--- src/rtl/core/svss_pkg.sv ---
// Package of the surrounding vehicle slot selector: field widths, zone and
// register codes, reset values and the structs passed between the modules.
// No dependencies.
package svss_pkg;

	// Field widths
	localparam int LAT_W    = 10;
	localparam int SPD_W    = 13;
	localparam int GAP_W    = 16;
	localparam int VD_W     = SPD_W + 1;
	localparam int DIST_W   = 16;
	localparam int OBJ_W    = 6;
	localparam int ZONE_W   = 3;
	localparam int LANE_W   = 3;
	localparam int CFG_W    = 15;
	localparam int HW_W     = 8;
	localparam int PROD_W   = HW_W + SPD_W;
	localparam int CMP_W    = 24;
	localparam int IDX_W    = 3;

	localparam int ZONE_COUNT = 8;

	// Lane is (lateral + 3 lane widths) / lane width, all in 1/64 m
	localparam int LANE_OFFSET = 768;
	localparam int LANE_SHIFT  = 8;

	// Fixed 3 s headway, Q4.4
	localparam int FIXED_HEADWAY = 48;

	typedef enum logic [ZONE_W-1:0] {
		ZONE_LEFT_REAR    = 3'd0,
		ZONE_LEFT_BESIDE  = 3'd1,
		ZONE_LEFT_FRONT   = 3'd2,
		ZONE_FRONT        = 3'd3,
		ZONE_RIGHT_FRONT  = 3'd4,
		ZONE_RIGHT_BESIDE = 3'd5,
		ZONE_RIGHT_REAR   = 3'd6,
		ZONE_REAR         = 3'd7
	} zone_t;

	typedef enum logic [IDX_W-1:0] {
		CFG_FRONT_GAP         = 3'd0,
		CFG_REAR_GAP          = 3'd1,
		CFG_SIDE_GAP          = 3'd2,
		CFG_SIDE_REAR_MARGIN  = 3'd3,
		CFG_RANGE_LIMIT       = 3'd4,
		CFG_FRONT_HEADWAY     = 3'd5,
		CFG_SIDE_HEADWAY      = 3'd6,
		CFG_SIDE_REAR_HEADWAY = 3'd7
	} cfg_idx_t;

	typedef enum logic [1:0] {
		LANE_SAME,
		LANE_LEFT,
		LANE_RIGHT,
		LANE_OTHER
	} lane_rel_t;

	// Register reset values
	localparam logic [CFG_W-1:0] FRONT_GAP_RST        = 15'd1920;
	localparam logic [CFG_W-1:0] REAR_GAP_RST         = 15'd1920;
	localparam logic [CFG_W-1:0] SIDE_GAP_RST         = 15'd640;
	localparam logic [CFG_W-1:0] SIDE_REAR_MARGIN_RST = 15'd256;
	localparam logic [CFG_W-1:0] RANGE_LIMIT_RST      = 15'd12800;
	localparam logic [HW_W-1:0]  FRONT_HEADWAY_RST    = 8'd48;
	localparam logic [HW_W-1:0]  SIDE_HEADWAY_RST     = 8'd3;
	localparam logic [HW_W-1:0]  SIDE_REAR_HW_RST     = 8'd16;

	typedef struct packed {
		logic [CFG_W-1:0] front_gap;
		logic [CFG_W-1:0] rear_gap;
		logic [CFG_W-1:0] side_gap;
		logic [CFG_W-1:0] side_rear_margin;
		logic [CFG_W-1:0] range_limit;
		logic [HW_W-1:0]  front_headway;
		logic [HW_W-1:0]  side_headway;
		logic [HW_W-1:0]  side_rear_headway;
	} cfg_t;

	// Per-object features after the first stage
	typedef struct packed {
		logic signed [GAP_W-1:0] gap;
		logic signed [VD_W-1:0]  vd;
		lane_rel_t               rel;
		logic [PROD_W-1:0]       fh_prod;
		logic [PROD_W-1:0]       sh_prod;
		logic [PROD_W-1:0]       srh_prod;
		logic [PROD_W-1:0]       fx_prod;
		logic                    frame_end;
	} feat_t;

	// Zone decision for one object
	typedef struct packed {
		logic              hit;
		zone_t             zone;
		logic [DIST_W-1:0] abs_gap;
	} cls_t;

	// Frame result handed to the output buffer
	typedef struct packed {
		logic [ZONE_COUNT-1:0]            found;
		logic [ZONE_COUNT-1:0][OBJ_W-1:0] obj;
	} snap_t;

endpackage

--- src/rtl/core/svss_if.sv ---
// Channel interfaces of the slot selector: object words in, zone words out.
// Depends on svss_pkg for field widths.
interface svss_obj_if;
	logic                             valid;
	logic                             ready;
	logic [svss_pkg::LAT_W-1:0]       ego_lateral;
	logic [svss_pkg::SPD_W-1:0]       ego_speed;
	logic signed [svss_pkg::GAP_W-1:0] object_gap;
	logic [svss_pkg::LAT_W-1:0]       object_lateral;
	logic [svss_pkg::SPD_W-1:0]       object_speed;
	logic                             frame_end;

	modport source (output valid, ego_lateral, ego_speed, object_gap, object_lateral,
		object_speed, frame_end, input ready);
	modport sink (input valid, ego_lateral, ego_speed, object_gap, object_lateral,
		object_speed, frame_end, output ready);
endinterface

interface svss_slot_if;
	logic                        valid;
	logic                        ready;
	logic [svss_pkg::ZONE_W-1:0] zone;
	logic                        found;
	logic [svss_pkg::OBJ_W-1:0]  object_number;
	logic                        zone_last;

	modport source (output valid, zone, found, object_number, zone_last, input ready);
	modport sink (input valid, zone, found, object_number, zone_last, output ready);
endinterface

--- src/rtl/core/surrounding_vehicle_slot_select_unit.sv ---
// Top level of the surrounding vehicle slot selector.
// Depends on svss_pkg, svss_if, svss_classify, svss_zone_table, svss_drain.
//
//   channel   dir   word                                           when
//   objects   in    one tracked object (ego + object, frame_end)   valid && ready
//   slots     out   one zone result (zone, found, object_number)   valid && ready
//   cfg       in    register write (cfg_index, cfg_wdata)          cfg_we
//
// One object word is taken every cycle unless a frame end waits in stage 2.
// Stage 1 registers the word, stage 2 holds lane relation and headway
// products, and the zone table updates as the word leaves stage 2. The last
// object of a frame loads the output buffer, whose eight zone words leave
// one per cycle while slots is ready. A frame end that reaches stage 2 while
// the buffer still drains waits there and backs up the input. arst_n clears
// the zone valid bits, counter and pipeline valids and resets the registers
// to their reset values; a stalled slots channel holds its word.
module surrounding_vehicle_slot_select_unit #(
	parameter int MAX_OBJECTS = 64
) (
	input  logic                          clk,
	input  logic                          arst_n,
	input  logic                          cfg_we,
	input  logic [svss_pkg::IDX_W-1:0]    cfg_index,
	input  logic [svss_pkg::CFG_W-1:0]    cfg_wdata,
	svss_obj_if.sink                      objects,
	svss_slot_if.source                   slots
);
	localparam int PW = svss_pkg::PROD_W;

	svss_pkg::cfg_t  cfg_q;
	svss_pkg::feat_t feat_s2, feat_d;
	svss_pkg::cls_t  cls;
	svss_pkg::snap_t snap;

	logic valid_s1, valid_s2;
	logic ld_s1, ld_s2, adv_s2, busy;

	logic [svss_pkg::LAT_W-1:0]        ego_lat_s1, obj_lat_s1;
	logic [svss_pkg::SPD_W-1:0]        ego_spd_s1, obj_spd_s1;
	logic signed [svss_pkg::GAP_W-1:0] gap_s1;
	logic                              end_s1;

	logic [svss_pkg::LANE_W-1:0] lane_ego, lane_obj;
	logic [svss_pkg::LANE_W:0]   lane_ego_x, lane_obj_x;
	logic [svss_pkg::SPD_W-1:0]  vmax;
	logic [PW-1:0]               vmax_x;

	// Register writes
	always_ff @(posedge clk or negedge arst_n) begin
		if (!arst_n) begin
			cfg_q.front_gap         <= svss_pkg::FRONT_GAP_RST;
			cfg_q.rear_gap          <= svss_pkg::REAR_GAP_RST;
			cfg_q.side_gap          <= svss_pkg::SIDE_GAP_RST;
			cfg_q.side_rear_margin  <= svss_pkg::SIDE_REAR_MARGIN_RST;
			cfg_q.range_limit       <= svss_pkg::RANGE_LIMIT_RST;
			cfg_q.front_headway     <= svss_pkg::FRONT_HEADWAY_RST;
			cfg_q.side_headway      <= svss_pkg::SIDE_HEADWAY_RST;
			cfg_q.side_rear_headway <= svss_pkg::SIDE_REAR_HW_RST;
		end else if (cfg_we) begin
			case (svss_pkg::cfg_idx_t'(cfg_index))
				svss_pkg::CFG_FRONT_GAP:         cfg_q.front_gap <= cfg_wdata;
				svss_pkg::CFG_REAR_GAP:          cfg_q.rear_gap <= cfg_wdata;
				svss_pkg::CFG_SIDE_GAP:          cfg_q.side_gap <= cfg_wdata;
				svss_pkg::CFG_SIDE_REAR_MARGIN:  cfg_q.side_rear_margin <= cfg_wdata;
				svss_pkg::CFG_RANGE_LIMIT:       cfg_q.range_limit <= cfg_wdata;
				svss_pkg::CFG_FRONT_HEADWAY:     cfg_q.front_headway <= cfg_wdata[svss_pkg::HW_W-1:0];
				svss_pkg::CFG_SIDE_HEADWAY:      cfg_q.side_headway <= cfg_wdata[svss_pkg::HW_W-1:0];
				svss_pkg::CFG_SIDE_REAR_HEADWAY: begin
					cfg_q.side_rear_headway <= cfg_wdata[svss_pkg::HW_W-1:0];
				end
				default: begin
				end
			endcase
		end
	end

	// Pipeline flow: only a frame end waiting on a busy buffer stalls
	assign adv_s2 = valid_s2 && !(feat_s2.frame_end && busy);
	assign ld_s2  = !valid_s2 || adv_s2;
	assign ld_s1  = !valid_s1 || ld_s2;
	assign objects.ready = ld_s1;

	always_ff @(posedge clk or negedge arst_n) begin
		if (!arst_n) begin
			valid_s1 <= 1'b0;
			valid_s2 <= 1'b0;
		end else begin
			if (ld_s1) valid_s1 <= objects.valid;
			if (ld_s2) valid_s2 <= valid_s1;
		end
	end

	// Stage 1: capture the object word
	always_ff @(posedge clk) begin
		if (ld_s1 && objects.valid) begin
			ego_lat_s1 <= objects.ego_lateral;
			ego_spd_s1 <= objects.ego_speed;
			gap_s1     <= objects.object_gap;
			obj_lat_s1 <= objects.object_lateral;
			obj_spd_s1 <= objects.object_speed;
			end_s1     <= objects.frame_end;
		end
	end

	// Lanes, speed terms and headway products
	assign lane_ego = svss_pkg::LANE_W'(({1'b0, ego_lat_s1} +
		(svss_pkg::LAT_W + 1)'(svss_pkg::LANE_OFFSET)) >> svss_pkg::LANE_SHIFT);
	assign lane_obj = svss_pkg::LANE_W'(({1'b0, obj_lat_s1} +
		(svss_pkg::LAT_W + 1)'(svss_pkg::LANE_OFFSET)) >> svss_pkg::LANE_SHIFT);
	assign lane_ego_x = {1'b0, lane_ego};
	assign lane_obj_x = {1'b0, lane_obj};
	assign vmax   = (ego_spd_s1 > obj_spd_s1) ? ego_spd_s1 : obj_spd_s1;
	assign vmax_x = PW'(vmax);

	always_comb begin
		feat_d.gap       = gap_s1;
		feat_d.vd        = $signed({1'b0, ego_spd_s1}) - $signed({1'b0, obj_spd_s1});
		feat_d.fh_prod   = PW'(cfg_q.front_headway) * vmax_x;
		feat_d.sh_prod   = PW'(cfg_q.side_headway) * vmax_x;
		feat_d.srh_prod  = PW'(cfg_q.side_rear_headway) * vmax_x;
		feat_d.fx_prod   = PW'(svss_pkg::FIXED_HEADWAY) * vmax_x;
		feat_d.frame_end = end_s1;
		if (lane_obj_x == lane_ego_x)              feat_d.rel = svss_pkg::LANE_SAME;
		else if (lane_obj_x == lane_ego_x + 1'b1)  feat_d.rel = svss_pkg::LANE_LEFT;
		else if (lane_ego_x == lane_obj_x + 1'b1)  feat_d.rel = svss_pkg::LANE_RIGHT;
		else                                       feat_d.rel = svss_pkg::LANE_OTHER;
	end

	// Stage 2: features
	always_ff @(posedge clk) begin
		if (ld_s2 && valid_s1) begin
			feat_s2 <= feat_d;
		end
	end

	svss_classify u_classify (
		.feat (feat_s2),
		.cfg  (cfg_q),
		.cls  (cls)
	);

	svss_zone_table #(
		.MAX_OBJECTS (MAX_OBJECTS)
	) u_zone_table (
		.clk       (clk),
		.arst_n    (arst_n),
		.upd       (adv_s2),
		.frame_end (feat_s2.frame_end),
		.cls       (cls),
		.snap      (snap)
	);

	svss_drain u_drain (
		.clk    (clk),
		.arst_n (arst_n),
		.load   (adv_s2 && feat_s2.frame_end),
		.snap   (snap),
		.busy   (busy),
		.slots  (slots)
	);

endmodule

--- src/rtl/core/svss_classify.sv ---
// Zone decision for one object: range, window, headway and closing-speed
// tests on the stage-two features. Depends on svss_pkg.
module svss_classify (
	input  svss_pkg::feat_t feat,
	input  svss_pkg::cfg_t  cfg,
	output svss_pkg::cls_t  cls
);
	localparam int CW = svss_pkg::CMP_W;

	logic signed [CW-1:0] s, s16, s2x, abs_s;
	logic signed [CW-1:0] rl, fg, rg, sg, srm;
	logic signed [CW-1:0] vd, vdp, vdn, vdp5, vdn5, vd80;
	logic signed [CW-1:0] fh_p, sh_p, srh_p, fx_p, side_rear_lim;
	logic ahead, behind, rear_ok, front_own, front_side, beside;

	// Extend everything to one signed compare width
	assign s     = {{(CW-svss_pkg::GAP_W){feat.gap[svss_pkg::GAP_W-1]}}, feat.gap};
	assign vd    = {{(CW-svss_pkg::VD_W){feat.vd[svss_pkg::VD_W-1]}}, feat.vd};
	assign rl    = $signed(CW'(cfg.range_limit));
	assign fg    = $signed(CW'(cfg.front_gap));
	assign rg    = $signed(CW'(cfg.rear_gap));
	assign sg    = $signed(CW'(cfg.side_gap));
	assign srm   = $signed(CW'(cfg.side_rear_margin));
	assign fh_p  = $signed(CW'(feat.fh_prod));
	assign sh_p  = $signed(CW'(feat.sh_prod));
	assign srh_p = $signed(CW'(feat.srh_prod));
	assign fx_p  = $signed(CW'(feat.fx_prod));

	// Scaled terms
	assign s16  = s <<< 4;
	assign s2x  = s <<< 1;
	assign vdp  = (!vd[CW-1] && vd != '0) ? vd : '0;
	assign vdn  = vd[CW-1] ? vd : '0;
	assign vdp5 = (vdp <<< 2) + vdp;
	assign vdn5 = (vdn <<< 2) + vdn;
	assign vd80 = (vd <<< 6) + (vd <<< 4);
	assign side_rear_lim = vd80 - srh_p - (srm <<< 4);

	// Zone tests
	assign ahead  = !s[CW-1] && (s <= rl);
	assign behind = (s[CW-1] || s == '0) && (s >= -rl);
	assign rear_ok = behind && ((s >= -rg) || (s >= vdn5) || (s16 >= -fx_p));
	assign front_own = ahead && ((s <= fg) || (s <= vdp5) || (s16 <= fh_p));
	assign front_side = ahead && ((s <= fg) || (s <= vdp5) || (s16 <= fx_p));
	assign beside = (behind && ((s >= -(sg + srm)) || (s16 >= side_rear_lim))) ||
		(ahead && ((s <= sg) || (s2x <= vdp) || (s16 <= sh_p)));

	assign abs_s = s[CW-1] ? -s : s;

	// Pick the zone by lane relation, first passing test wins
	always_comb begin
		cls.hit     = 1'b0;
		cls.zone    = svss_pkg::ZONE_FRONT;
		cls.abs_gap = abs_s[svss_pkg::DIST_W-1:0];
		case (feat.rel)
			svss_pkg::LANE_SAME: begin
				if (front_own) begin
					cls.hit  = 1'b1;
					cls.zone = svss_pkg::ZONE_FRONT;
				end else if (rear_ok) begin
					cls.hit  = 1'b1;
					cls.zone = svss_pkg::ZONE_REAR;
				end
			end
			svss_pkg::LANE_LEFT: begin
				if (beside) begin
					cls.hit  = 1'b1;
					cls.zone = svss_pkg::ZONE_LEFT_BESIDE;
				end else if (front_side) begin
					cls.hit  = 1'b1;
					cls.zone = svss_pkg::ZONE_LEFT_FRONT;
				end else if (rear_ok) begin
					cls.hit  = 1'b1;
					cls.zone = svss_pkg::ZONE_LEFT_REAR;
				end
			end
			svss_pkg::LANE_RIGHT: begin
				if (beside) begin
					cls.hit  = 1'b1;
					cls.zone = svss_pkg::ZONE_RIGHT_BESIDE;
				end else if (front_side) begin
					cls.hit  = 1'b1;
					cls.zone = svss_pkg::ZONE_RIGHT_FRONT;
				end else if (rear_ok) begin
					cls.hit  = 1'b1;
					cls.zone = svss_pkg::ZONE_RIGHT_REAR;
				end
			end
			default: begin
				cls.hit = 1'b0;
			end
		endcase
	end

endmodule

--- src/rtl/core/svss_zone_table.sv ---
// Zone table: nearest object per zone, object counter, and the frame
// snapshot taken on the last object. Depends on svss_pkg.
module svss_zone_table #(
	parameter int MAX_OBJECTS = 64
) (
	input  logic            clk,
	input  logic            arst_n,
	input  logic            upd,
	input  logic            frame_end,
	input  svss_pkg::cls_t  cls,
	output svss_pkg::snap_t snap
);
	localparam int CNT_W = (MAX_OBJECTS > 1) ? $clog2(MAX_OBJECTS) : 1;
	localparam int ZC    = svss_pkg::ZONE_COUNT;

	logic [CNT_W-1:0]              cnt_q;
	logic [ZC-1:0]                 valid_q, valid_nx;
	logic [svss_pkg::OBJ_W-1:0]    obj_q  [ZC];
	logic [svss_pkg::OBJ_W-1:0]    obj_nx [ZC];
	logic [svss_pkg::DIST_W-1:0]   dist_q [ZC];
	logic [svss_pkg::DIST_W-1:0]   dist_nx[ZC];
	logic [svss_pkg::OBJ_W-1:0]    num;

	assign num = svss_pkg::OBJ_W'(cnt_q);

	// Offer the object to its zone; strictly nearer replaces, ties keep the earlier
	always_comb begin
		for (int z = 0; z < ZC; z++) begin
			valid_nx[z] = valid_q[z];
			obj_nx[z]   = obj_q[z];
			dist_nx[z]  = dist_q[z];
			if (upd && cls.hit && (cls.zone == svss_pkg::zone_t'(svss_pkg::ZONE_W'(z))) &&
				(!valid_q[z] || cls.abs_gap < dist_q[z])) begin
				valid_nx[z] = 1'b1;
				obj_nx[z]   = num;
				dist_nx[z]  = cls.abs_gap;
			end
		end
	end

	// Frame result including the current object
	always_comb begin
		for (int z = 0; z < ZC; z++) begin
			snap.found[z] = valid_nx[z];
			snap.obj[z]   = valid_nx[z] ? obj_nx[z] : '0;
		end
	end

	// Hold valid bits and counter; clear both at frame end
	always_ff @(posedge clk or negedge arst_n) begin
		if (!arst_n) begin
			valid_q <= '0;
			cnt_q   <= '0;
		end else if (upd) begin
			if (frame_end) begin
				valid_q <= '0;
				cnt_q   <= '0;
			end else begin
				valid_q <= valid_nx;
				cnt_q   <= (cnt_q == CNT_W'(MAX_OBJECTS - 1)) ? '0 : cnt_q + 1'b1;
			end
		end
	end

	// Zone payload
	always_ff @(posedge clk) begin
		if (upd) begin
			for (int z = 0; z < ZC; z++) begin
				obj_q[z]  <= obj_nx[z];
				dist_q[z] <= dist_nx[z];
			end
		end
	end

endmodule

--- src/rtl/core/svss_drain.sv ---
// Output buffer: holds one frame's eight zone words and hands them out in
// zone order. Depends on svss_pkg and svss_if.
module svss_drain (
	input  logic              clk,
	input  logic              arst_n,
	input  logic              load,
	input  svss_pkg::snap_t   snap,
	output logic              busy,
	svss_slot_if.source       slots
);
	logic                        busy_q;
	logic [svss_pkg::ZONE_W-1:0] idx_q;
	svss_pkg::snap_t             snap_q;
	logic                        last;

	assign last = (idx_q == svss_pkg::ZONE_W'(svss_pkg::ZONE_REAR));
	assign busy = busy_q;

	// Present the current zone word
	assign slots.valid         = busy_q;
	assign slots.zone          = idx_q;
	assign slots.found         = snap_q.found[idx_q];
	assign slots.object_number = snap_q.obj[idx_q];
	assign slots.zone_last     = last;

	// Advance through the zones as words are taken
	always_ff @(posedge clk or negedge arst_n) begin
		if (!arst_n) begin
			busy_q <= 1'b0;
			idx_q  <= '0;
		end else if (load) begin
			busy_q <= 1'b1;
			idx_q  <= '0;
		end else if (busy_q && slots.ready) begin
			busy_q <= !last;
			idx_q  <= last ? '0 : idx_q + 1'b1;
		end
	end

	always_ff @(posedge clk) begin
		if (load) begin
			snap_q <= snap;
		end
	end

endmodule

--- src/flat_wrapper.sv ---
// flat-port wrapper written by rule: the top's interface ports become plain ports
module surrounding_vehicle_slot_select_unit_flat 
#(
	parameter int MAX_OBJECTS = 64
)
  (clk, arst_n, cfg_we, cfg_index, cfg_wdata, objects_valid, objects_ego_lateral, objects_ego_speed, objects_object_gap, objects_object_lateral, objects_object_speed, objects_frame_end, objects_ready, slots_valid, slots_zone, slots_found, slots_object_number, slots_zone_last, slots_ready);
  svss_obj_if objects_i ();
  svss_slot_if slots_i ();
  input  logic clk;
  input  logic arst_n;
  input  logic cfg_we;
  input  logic [svss_pkg::IDX_W-1:0] cfg_index;
  input  logic [svss_pkg::CFG_W-1:0] cfg_wdata;
  input wire logic [$bits(objects_i.valid)-1:0] objects_valid;
  input wire logic [$bits(objects_i.ego_lateral)-1:0] objects_ego_lateral;
  input wire logic [$bits(objects_i.ego_speed)-1:0] objects_ego_speed;
  input wire logic [$bits(objects_i.object_gap)-1:0] objects_object_gap;
  input wire logic [$bits(objects_i.object_lateral)-1:0] objects_object_lateral;
  input wire logic [$bits(objects_i.object_speed)-1:0] objects_object_speed;
  input wire logic [$bits(objects_i.frame_end)-1:0] objects_frame_end;
  output wire logic [$bits(objects_i.ready)-1:0] objects_ready;
  output wire logic [$bits(slots_i.valid)-1:0] slots_valid;
  output wire logic [$bits(slots_i.zone)-1:0] slots_zone;
  output wire logic [$bits(slots_i.found)-1:0] slots_found;
  output wire logic [$bits(slots_i.object_number)-1:0] slots_object_number;
  output wire logic [$bits(slots_i.zone_last)-1:0] slots_zone_last;
  input wire logic [$bits(slots_i.ready)-1:0] slots_ready;
  assign objects_i.valid = objects_valid;
  assign objects_i.ego_lateral = objects_ego_lateral;
  assign objects_i.ego_speed = objects_ego_speed;
  assign objects_i.object_gap = objects_object_gap;
  assign objects_i.object_lateral = objects_object_lateral;
  assign objects_i.object_speed = objects_object_speed;
  assign objects_i.frame_end = objects_frame_end;
  assign objects_ready = objects_i.ready;
  assign slots_valid = slots_i.valid;
  assign slots_zone = slots_i.zone;
  assign slots_found = slots_i.found;
  assign slots_object_number = slots_i.object_number;
  assign slots_zone_last = slots_i.zone_last;
  assign slots_i.ready = slots_ready;
  surrounding_vehicle_slot_select_unit #(.MAX_OBJECTS(MAX_OBJECTS)) u_core (.clk(clk), .arst_n(arst_n), .cfg_we(cfg_we), .cfg_index(cfg_index), .cfg_wdata(cfg_wdata), .objects(objects_i), .slots(slots_i));
endmodule
--- config.mk ---
export PLATFORM = sky130hd
export DESIGN_NAME = surrounding_vehicle_slot_select_unit_flat
export DESIGN_NICKNAME = d
export VERILOG_FILES = /design/src/rtl/core/svss_pkg.sv /design/src/rtl/core/svss_if.sv /design/src/rtl/core/surrounding_vehicle_slot_select_unit.sv /design/src/rtl/core/svss_classify.sv /design/src/rtl/core/svss_zone_table.sv /design/src/rtl/core/svss_drain.sv /design/src/flat_wrapper.sv
export SDC_FILE = /design/constraint.sdc
export NUM_CORES = 2
export LEC_CHECK = 0
export BUFFER_PORTS_ARGS = -buffer_cell sky130_fd_sc_hd__buf_2
export CORE_MARGIN = 1.5
export CORE_UTILIZATION = 30
export CTS_BUF_LIST = sky130_fd_sc_hd__clkbuf_4
export DETAILED_ROUTE_END_ITERATION = 10
export SYNTH_ARGS = -nofsm -noshare
export SYNTH_HDL_FRONTEND = slang
export SYNTH_SLANG_ARGS = --single-unit
export TNS_END_PERCENT = 100
--- constraint.sdc ---
create_clock -name clk -period 23.5 [get_ports clk]
set_clock_uncertainty 0.05 [all_clocks]
set_input_delay 1.175 -clock clk [delete_from_list [all_inputs] [get_ports clk]]
set_output_delay 1.175 -clock clk [all_outputs]
set_load 0.02 [all_outputs]
### Yosys cells after proc, flatten, opt, wreduce, memory -nomap -nowiden

Memories as Yosys holds them, arrays and structs flattened.
Cells that the tools add are included.

* $add $sub $neg: 18
* multiply operators: 4
* magnitude comparators: 24
* equality and inequality tests: 21
* mux-type cells: 54
* reductions and logical operators: 80

Operators with widths (number)
* 2-to-1 mux 16 bit: 9
* less-than comparator 16 bit: 8
* greater-or-equal comparator 16 x 24 -> 1 bit: 4
* <= comparator 20 x 22 -> 1 bit: 3
* 2-to-1 mux 6 bit: 11
* multiplier 8 x 13 -> 21 bit: 3
* adder 24 bit: 2
* greater-or-equal comparator 20 x 24 -> 1 bit: 2
* <= comparator 16 bit: 3
* 2-to-1 mux 24 bit: 2
* negation 15 -> 24 bit: 2
* 2-to-1 mux 4 bit: 8
* logical AND 1 bit: 31
* == test 3 bit, second input constant: 9
* <= comparator 16 x 24 -> 1 bit: 1
* <= comparator 17 x 24 -> 1 bit: 1
* zero test 24 bit: 1
* negation 16 -> 24 bit: 1
* negation 21 -> 24 bit: 1
* nonzero test 24 bit: 1
* subtractor 23 x 20 -> 24 bit: 1
* subtractor 21 x 22 -> 23 bit: 1
* adder 10 x 10 -> 11 bit, second input constant: 2
* adder 20 x 18 -> 21 bit: 1
* other kinds (31): 93

* register bits after elaboration: 351
* RAM bits: 176
* input port bits: 86
* output and inout bits: 13
* word-level logic and storage cells: 241
* memories kept: 2

Memories
* u_core.u_zone_table.dist_q: depth 8, bits a word 16, rd ports 8, clocked after Yosys merged registers in 0, wr ports 8, RTL line svss_zone_table.sv:20 `logic [svss_pkg::DIST_W-1:0] dist_q [ZC];`
* u_core.u_zone_table.obj_q: depth 8, bits a word 6, rd ports 8, clocked after Yosys merged registers in 0, wr ports 8, RTL line svss_zone_table.sv:18 `logic [svss_pkg::OBJ_W-1:0] obj_q [ZC];`

### Logic depth before layout (Yosys ltp)

* depth after elaboration: 16
* gate-level depth with buffers: 36
* mapped depth without buffers: 34

### By module

Synthesis repeated with hierarchy kept, for this count alone.

* cells, all modules: 4187
* area, all modules: 44104.8 um^2

Modules (own cells, without submodules)
* surrounding_vehicle_slot_select_unit: times used 1, cells an instance 1783, area an instance 20323.2 um^2, seq. area each 7295.7 um^2
* svss_classify: times used 1, cells an instance 1471, area an instance 11024.3 um^2, seq. area each 0.0 um^2
* svss_zone_table: times used 1, cells an instance 834, area an instance 10381.2 um^2, seq. area each 5635.4 um^2
* svss_drain: times used 1, cells an instance 99, area an instance 2376.0 um^2, seq. area each 1781.7 um^2

### Worst setup path after synthesis

Ideal clock, no wire load.

* path type: register to register
* start: reg u_core.ego_spd_s1[0] in the netlist's numbering
* end: reg u_core.feat_s2[83] in the netlist's numbering (data pin)
* setup time: 0.262 ns
* data arrival time: 7.193 ns
* data required time: 23.188 ns
* path slack: 15.995 ns
* cell stages (with the launch flop): 32
* path buffers: 2
* path through: edfxtp_1 inv_1 ha_1 fa_1 nor2b_1 o21ai_0 a21oi_1 o21a_1 o21a_1 o21a_1 o21ai_0 a21oi_1 o21ai_0 buf_2 mux2i_1 clkbuf_1 nand2_1 fa_1 fa_1 inv_1 fa_1 fa_1 ha_1 a21boi_0 o21ai_0 nand2b_1 a21o_1 a21o_1 o41ai_1 o211a_1 o21bai_1 xor2_1

RTL lines
* from (decl): RTL line surrounding_vehicle_slot_select_unit.sv:39 `logic [svss_pkg::SPD_W-1:0] ego_spd_s1, obj_spd_s1;`
* from (signal assigned): RTL line surrounding_vehicle_slot_select_unit.sv:97 `ego_spd_s1 <= objects.ego_speed;`
* to (signal assigned): RTL line surrounding_vehicle_slot_select_unit.sv:132 `feat_s2 <= feat_d;`
* to (decl): RTL line surrounding_vehicle_slot_select_unit.sv:31 `svss_pkg::feat_t feat_s2, feat_d;`

==> results.yml <==
status:
  status: "finished, final reports clean"
worst_setup_path:
  crit_buf_inv: 3
  critPathMaxStageDelay_ns: 0.89
  cpMostUsedCell: "fa_1"
  crit_family: "compound AO/OA/AOI/OAI gates"
  crit_start: "u_core.ego_spd_s1[0]"
  critical_path_class: "reg -> reg"
  arrival_ns: 9.41
  required_ns: 24.19
  crit_path_end_kind: "flop"
  cp-start-kind: "flop"
  slowest_stage: "o21ai_1"
  crit_fanout: 26
  r2r-start: "u_core.ego_spd_s1[0]"
final_layout:
  syn_to_final_growth_pct: 11.15
  final_nets: 5217
  final_common_cell: "inv_1"
  fillers: 14426
  utilization_pct: 33.49
  final_cell_mix: "inv_1 (635), ha_1 (607), edfxtp_1 (390)"
  drive_above_1_share_pct: 12.61
global_route:
  gr-total-overflow: 0
  antenna_found_initial: 9
  grt_pass1_wl_mm: 168.3
  grt_pass1_vias: 31195
  grt_max_degree: 69
  grtUsageTotal_pct: 14.73
power_and_ir_drop:
  p_per_area_nw_per_um2: 147.8
  p_int_uw: 3859
  power_frac_comb_pct: 65.9
  p_leak_uw: 0.02153
  p_sw_share_pct: 44.81
  switchingPower_uw: 3133
  seqPwrFrac_pct: 22.0
  p_clk_share_pct: 12.1
  ir_drop_mv: 0.1062
cts:
  cts-buffers-inserted: 148
  cts_buffer_depth: 3
  clkTransAtPathRegs_ns: 0.06
  cts_setup_buffers: 0
  cts_tree: "yes"
  cts_resized: 0
  clock-root-buffer: "clkbuf_4"
  htreeDepth: 4
  cts.sinks: 509
  insertion_delay_ns: 1.08
floorplan:
  die_h_um: 379.7
  die_x_um: 379.7
  initial_core_util_pct: 30.13
  num_rows: 138
  ioPinCount: 99
  die-area_sq_um: 144100
  core_sq_um: 141200
timing:
  grt_setup_unrepaired: "false"
  finalSetupTns_ns: 0
  layout_min_cycle_time_ns: 8.726
  hold_violations: 0
  slew_violations: 0
  setup_ws_ns: 14.77
  setup_viol: 0
  worst_pin_slew_ns: 1.172
  period_share_pct: 37.13
  maxSlewHeadroom_pct: 21.85
  timing.fmax_mhz: 114.6
worst_hold_path:
  hold_class: "in -> reg"
  hp-start: "objects_object_gap[0]"
synthesis:
  ys.flop_type: "edfxtp_1"
  async_reset_ff_share_pct: 23.38
  synth.yosys.warnings: 0
  synth.distinct_cells: 89
  yosysTopAreaCell: "edfxtp_1"
  ys_ff_latch: 509
  syn_area_sq_um: 42560
  synth.top_cell.area_share_pct: 27.52
  synth_seq_area_share_pct: 34.57
  synth_cells: 4104
  synth.area.top_cells: "edfxtp_1 (28%), ha_1 (18%), fa_1 (11%)"
  synth_edf_count: 390
  avgSynthCellArea_sq_um: 10.37
flow_run:
  drv_cap: 0
routing:
  drt_pass1_iterations: 5
  totalWireLength_mm: 106.1
  vias_per_cell: 4.834
  dr.first_iter.drc_count: 1563
  drtAntennaViolNets: 0
  num_vias: 30503
  drc_errors: 0
  post_drt_wl_per_cell_um: 16.81
placement:
  gp_congestion: 0.8452
  dp_slack_ns: 14.86
  dp_hpwl_mm: 77.13
  io_buffer_count: 82
## power by group through the flow
stage / clock, uW / combinational [uW] / sequential (uW)
after floorplan: 0 / 3650 / 1490
after global placement: 0 / 4510 / 1550
after detailed placement: 0 / 4630 / 1560
after CTS: 881 / 4670 / 1540
after global routing: 924 / 5320 / 1560
final: 845 / 4610 / 1540
## cell families (layout without fill, tap and decap cells)
kind of cell             Yosys count  count (layout)  share of synthesized area (%)
adder cells (fa/ha/maj)          841             841                          28.80
AND/OR/NAND/NOR                 1014            1014                          12.07
buffers and inverters            737            1042                          6.594
other                              2              13                        0.01764
flip-flops                       509             509                          34.57
XOR/XNOR                         155             155                          3.225
multiplexers                     144             144                          4.163
AO/OA/AOI/OAI                    702             702                          10.56
## flip-flops by register name, indices dropped and copies added, names as in the netlist, 13 cells and up
name                        count
u_core.cfg_q                   99
u_core.ego_spd_s1              13
u_core.feat_s2                111
u_core.gap_s1                  16
u_core.obj_spd_s1              13
u_core.u_drain.snap_q          56
u_core.u_zone_table.dist_q    128
u_core.u_zone_table.obj_q      48
## through the flow
stage,hold slack [ns],area (sq um),instances,power [uW]
2_1_floorplan,0.3503,42570,4105,5139
3_3_place_gp,0.3505,45370,6031,6060
3_5_place_dp,0.3561,45370,6031,6182
4_1_cts,0.06742,47280,6300,7084
5_1_grt,0.1108,47300,6307,7799
6_report,0.2269,47310,6310,6992
## layout make-up
type                       count  area (sq um)  share of cell area (%)
clock buffer                 213          1599                   3.380
timing repair buffer         135         817.0                   1.727
sequential                   509         14710                   31.10
antenna                       10         25.02                 0.05290
clock inverter                55         306.5                  0.6480
inverter                     639          2399                   5.070
tap                         1890          2365                   4.999
multi-input combinational   2859         25080                   53.02
## what timing repair did
| item | in CTS | in global routing |
|---|---|---|
| hold endpoints to repair | 3 | 0 |
| setup endpoints to repair | 0 | 0 |
| hold buffers | 1 | 0 |
## routing by layer
| metal | global-route usage, % | vias up | part of all wire (%) |
|---|---|---|---|
| li1 | - | 14717 | - |
| met1 | 17.66 | 14936 | 43 |
| met2 | 26.31 | 660 | 50 |
| met3 | 2.726 | 190 | 4.4 |
| met4 | 4.978 | 0 | 2.8 |
| met5 | 0 | - | 0 |
## Yosys cell counts (all sizes together) (15+ instances only)
master	instances
a211oi	18
a21boi	20
a21o	75
a21oi	192
and2	179
and3	15
buf	27
clkbuf	71
dfrtp	100
dfstp	19
edfxtp	390
fa	232
ha	607
inv	637
mux2	115
mux2i	15
nand2	333
nand2b	43
nand3	53
nand4	64
nor2	140
nor2b	30
nor3	55
nor4	48
o211ai	20
o21a	48
o21ai	184
o21bai	21
o31ai	17
xnor2	108
xor2	46
## final timing paths
check | to | depth (start not counted) | slack (ns)
worst max register to register | u_core.feat_s2[83] | 31 | 14.77
worst min-delay path | u_core.gap_s1[0] | 1 | 0.23
worst max-delay path | u_core.feat_s2[83] | 31 | 14.77
max in group asynchronous | u_core.cfg_q[40] | 3 | 21.35
worst min register to register | u_core.feat_s2[111] | 0 | 0.37
min in group asynchronous | u_core.u_drain.slots.zone[0] | 2 | 0.70
Note: power is estimated with default switching activity, not from simulation.
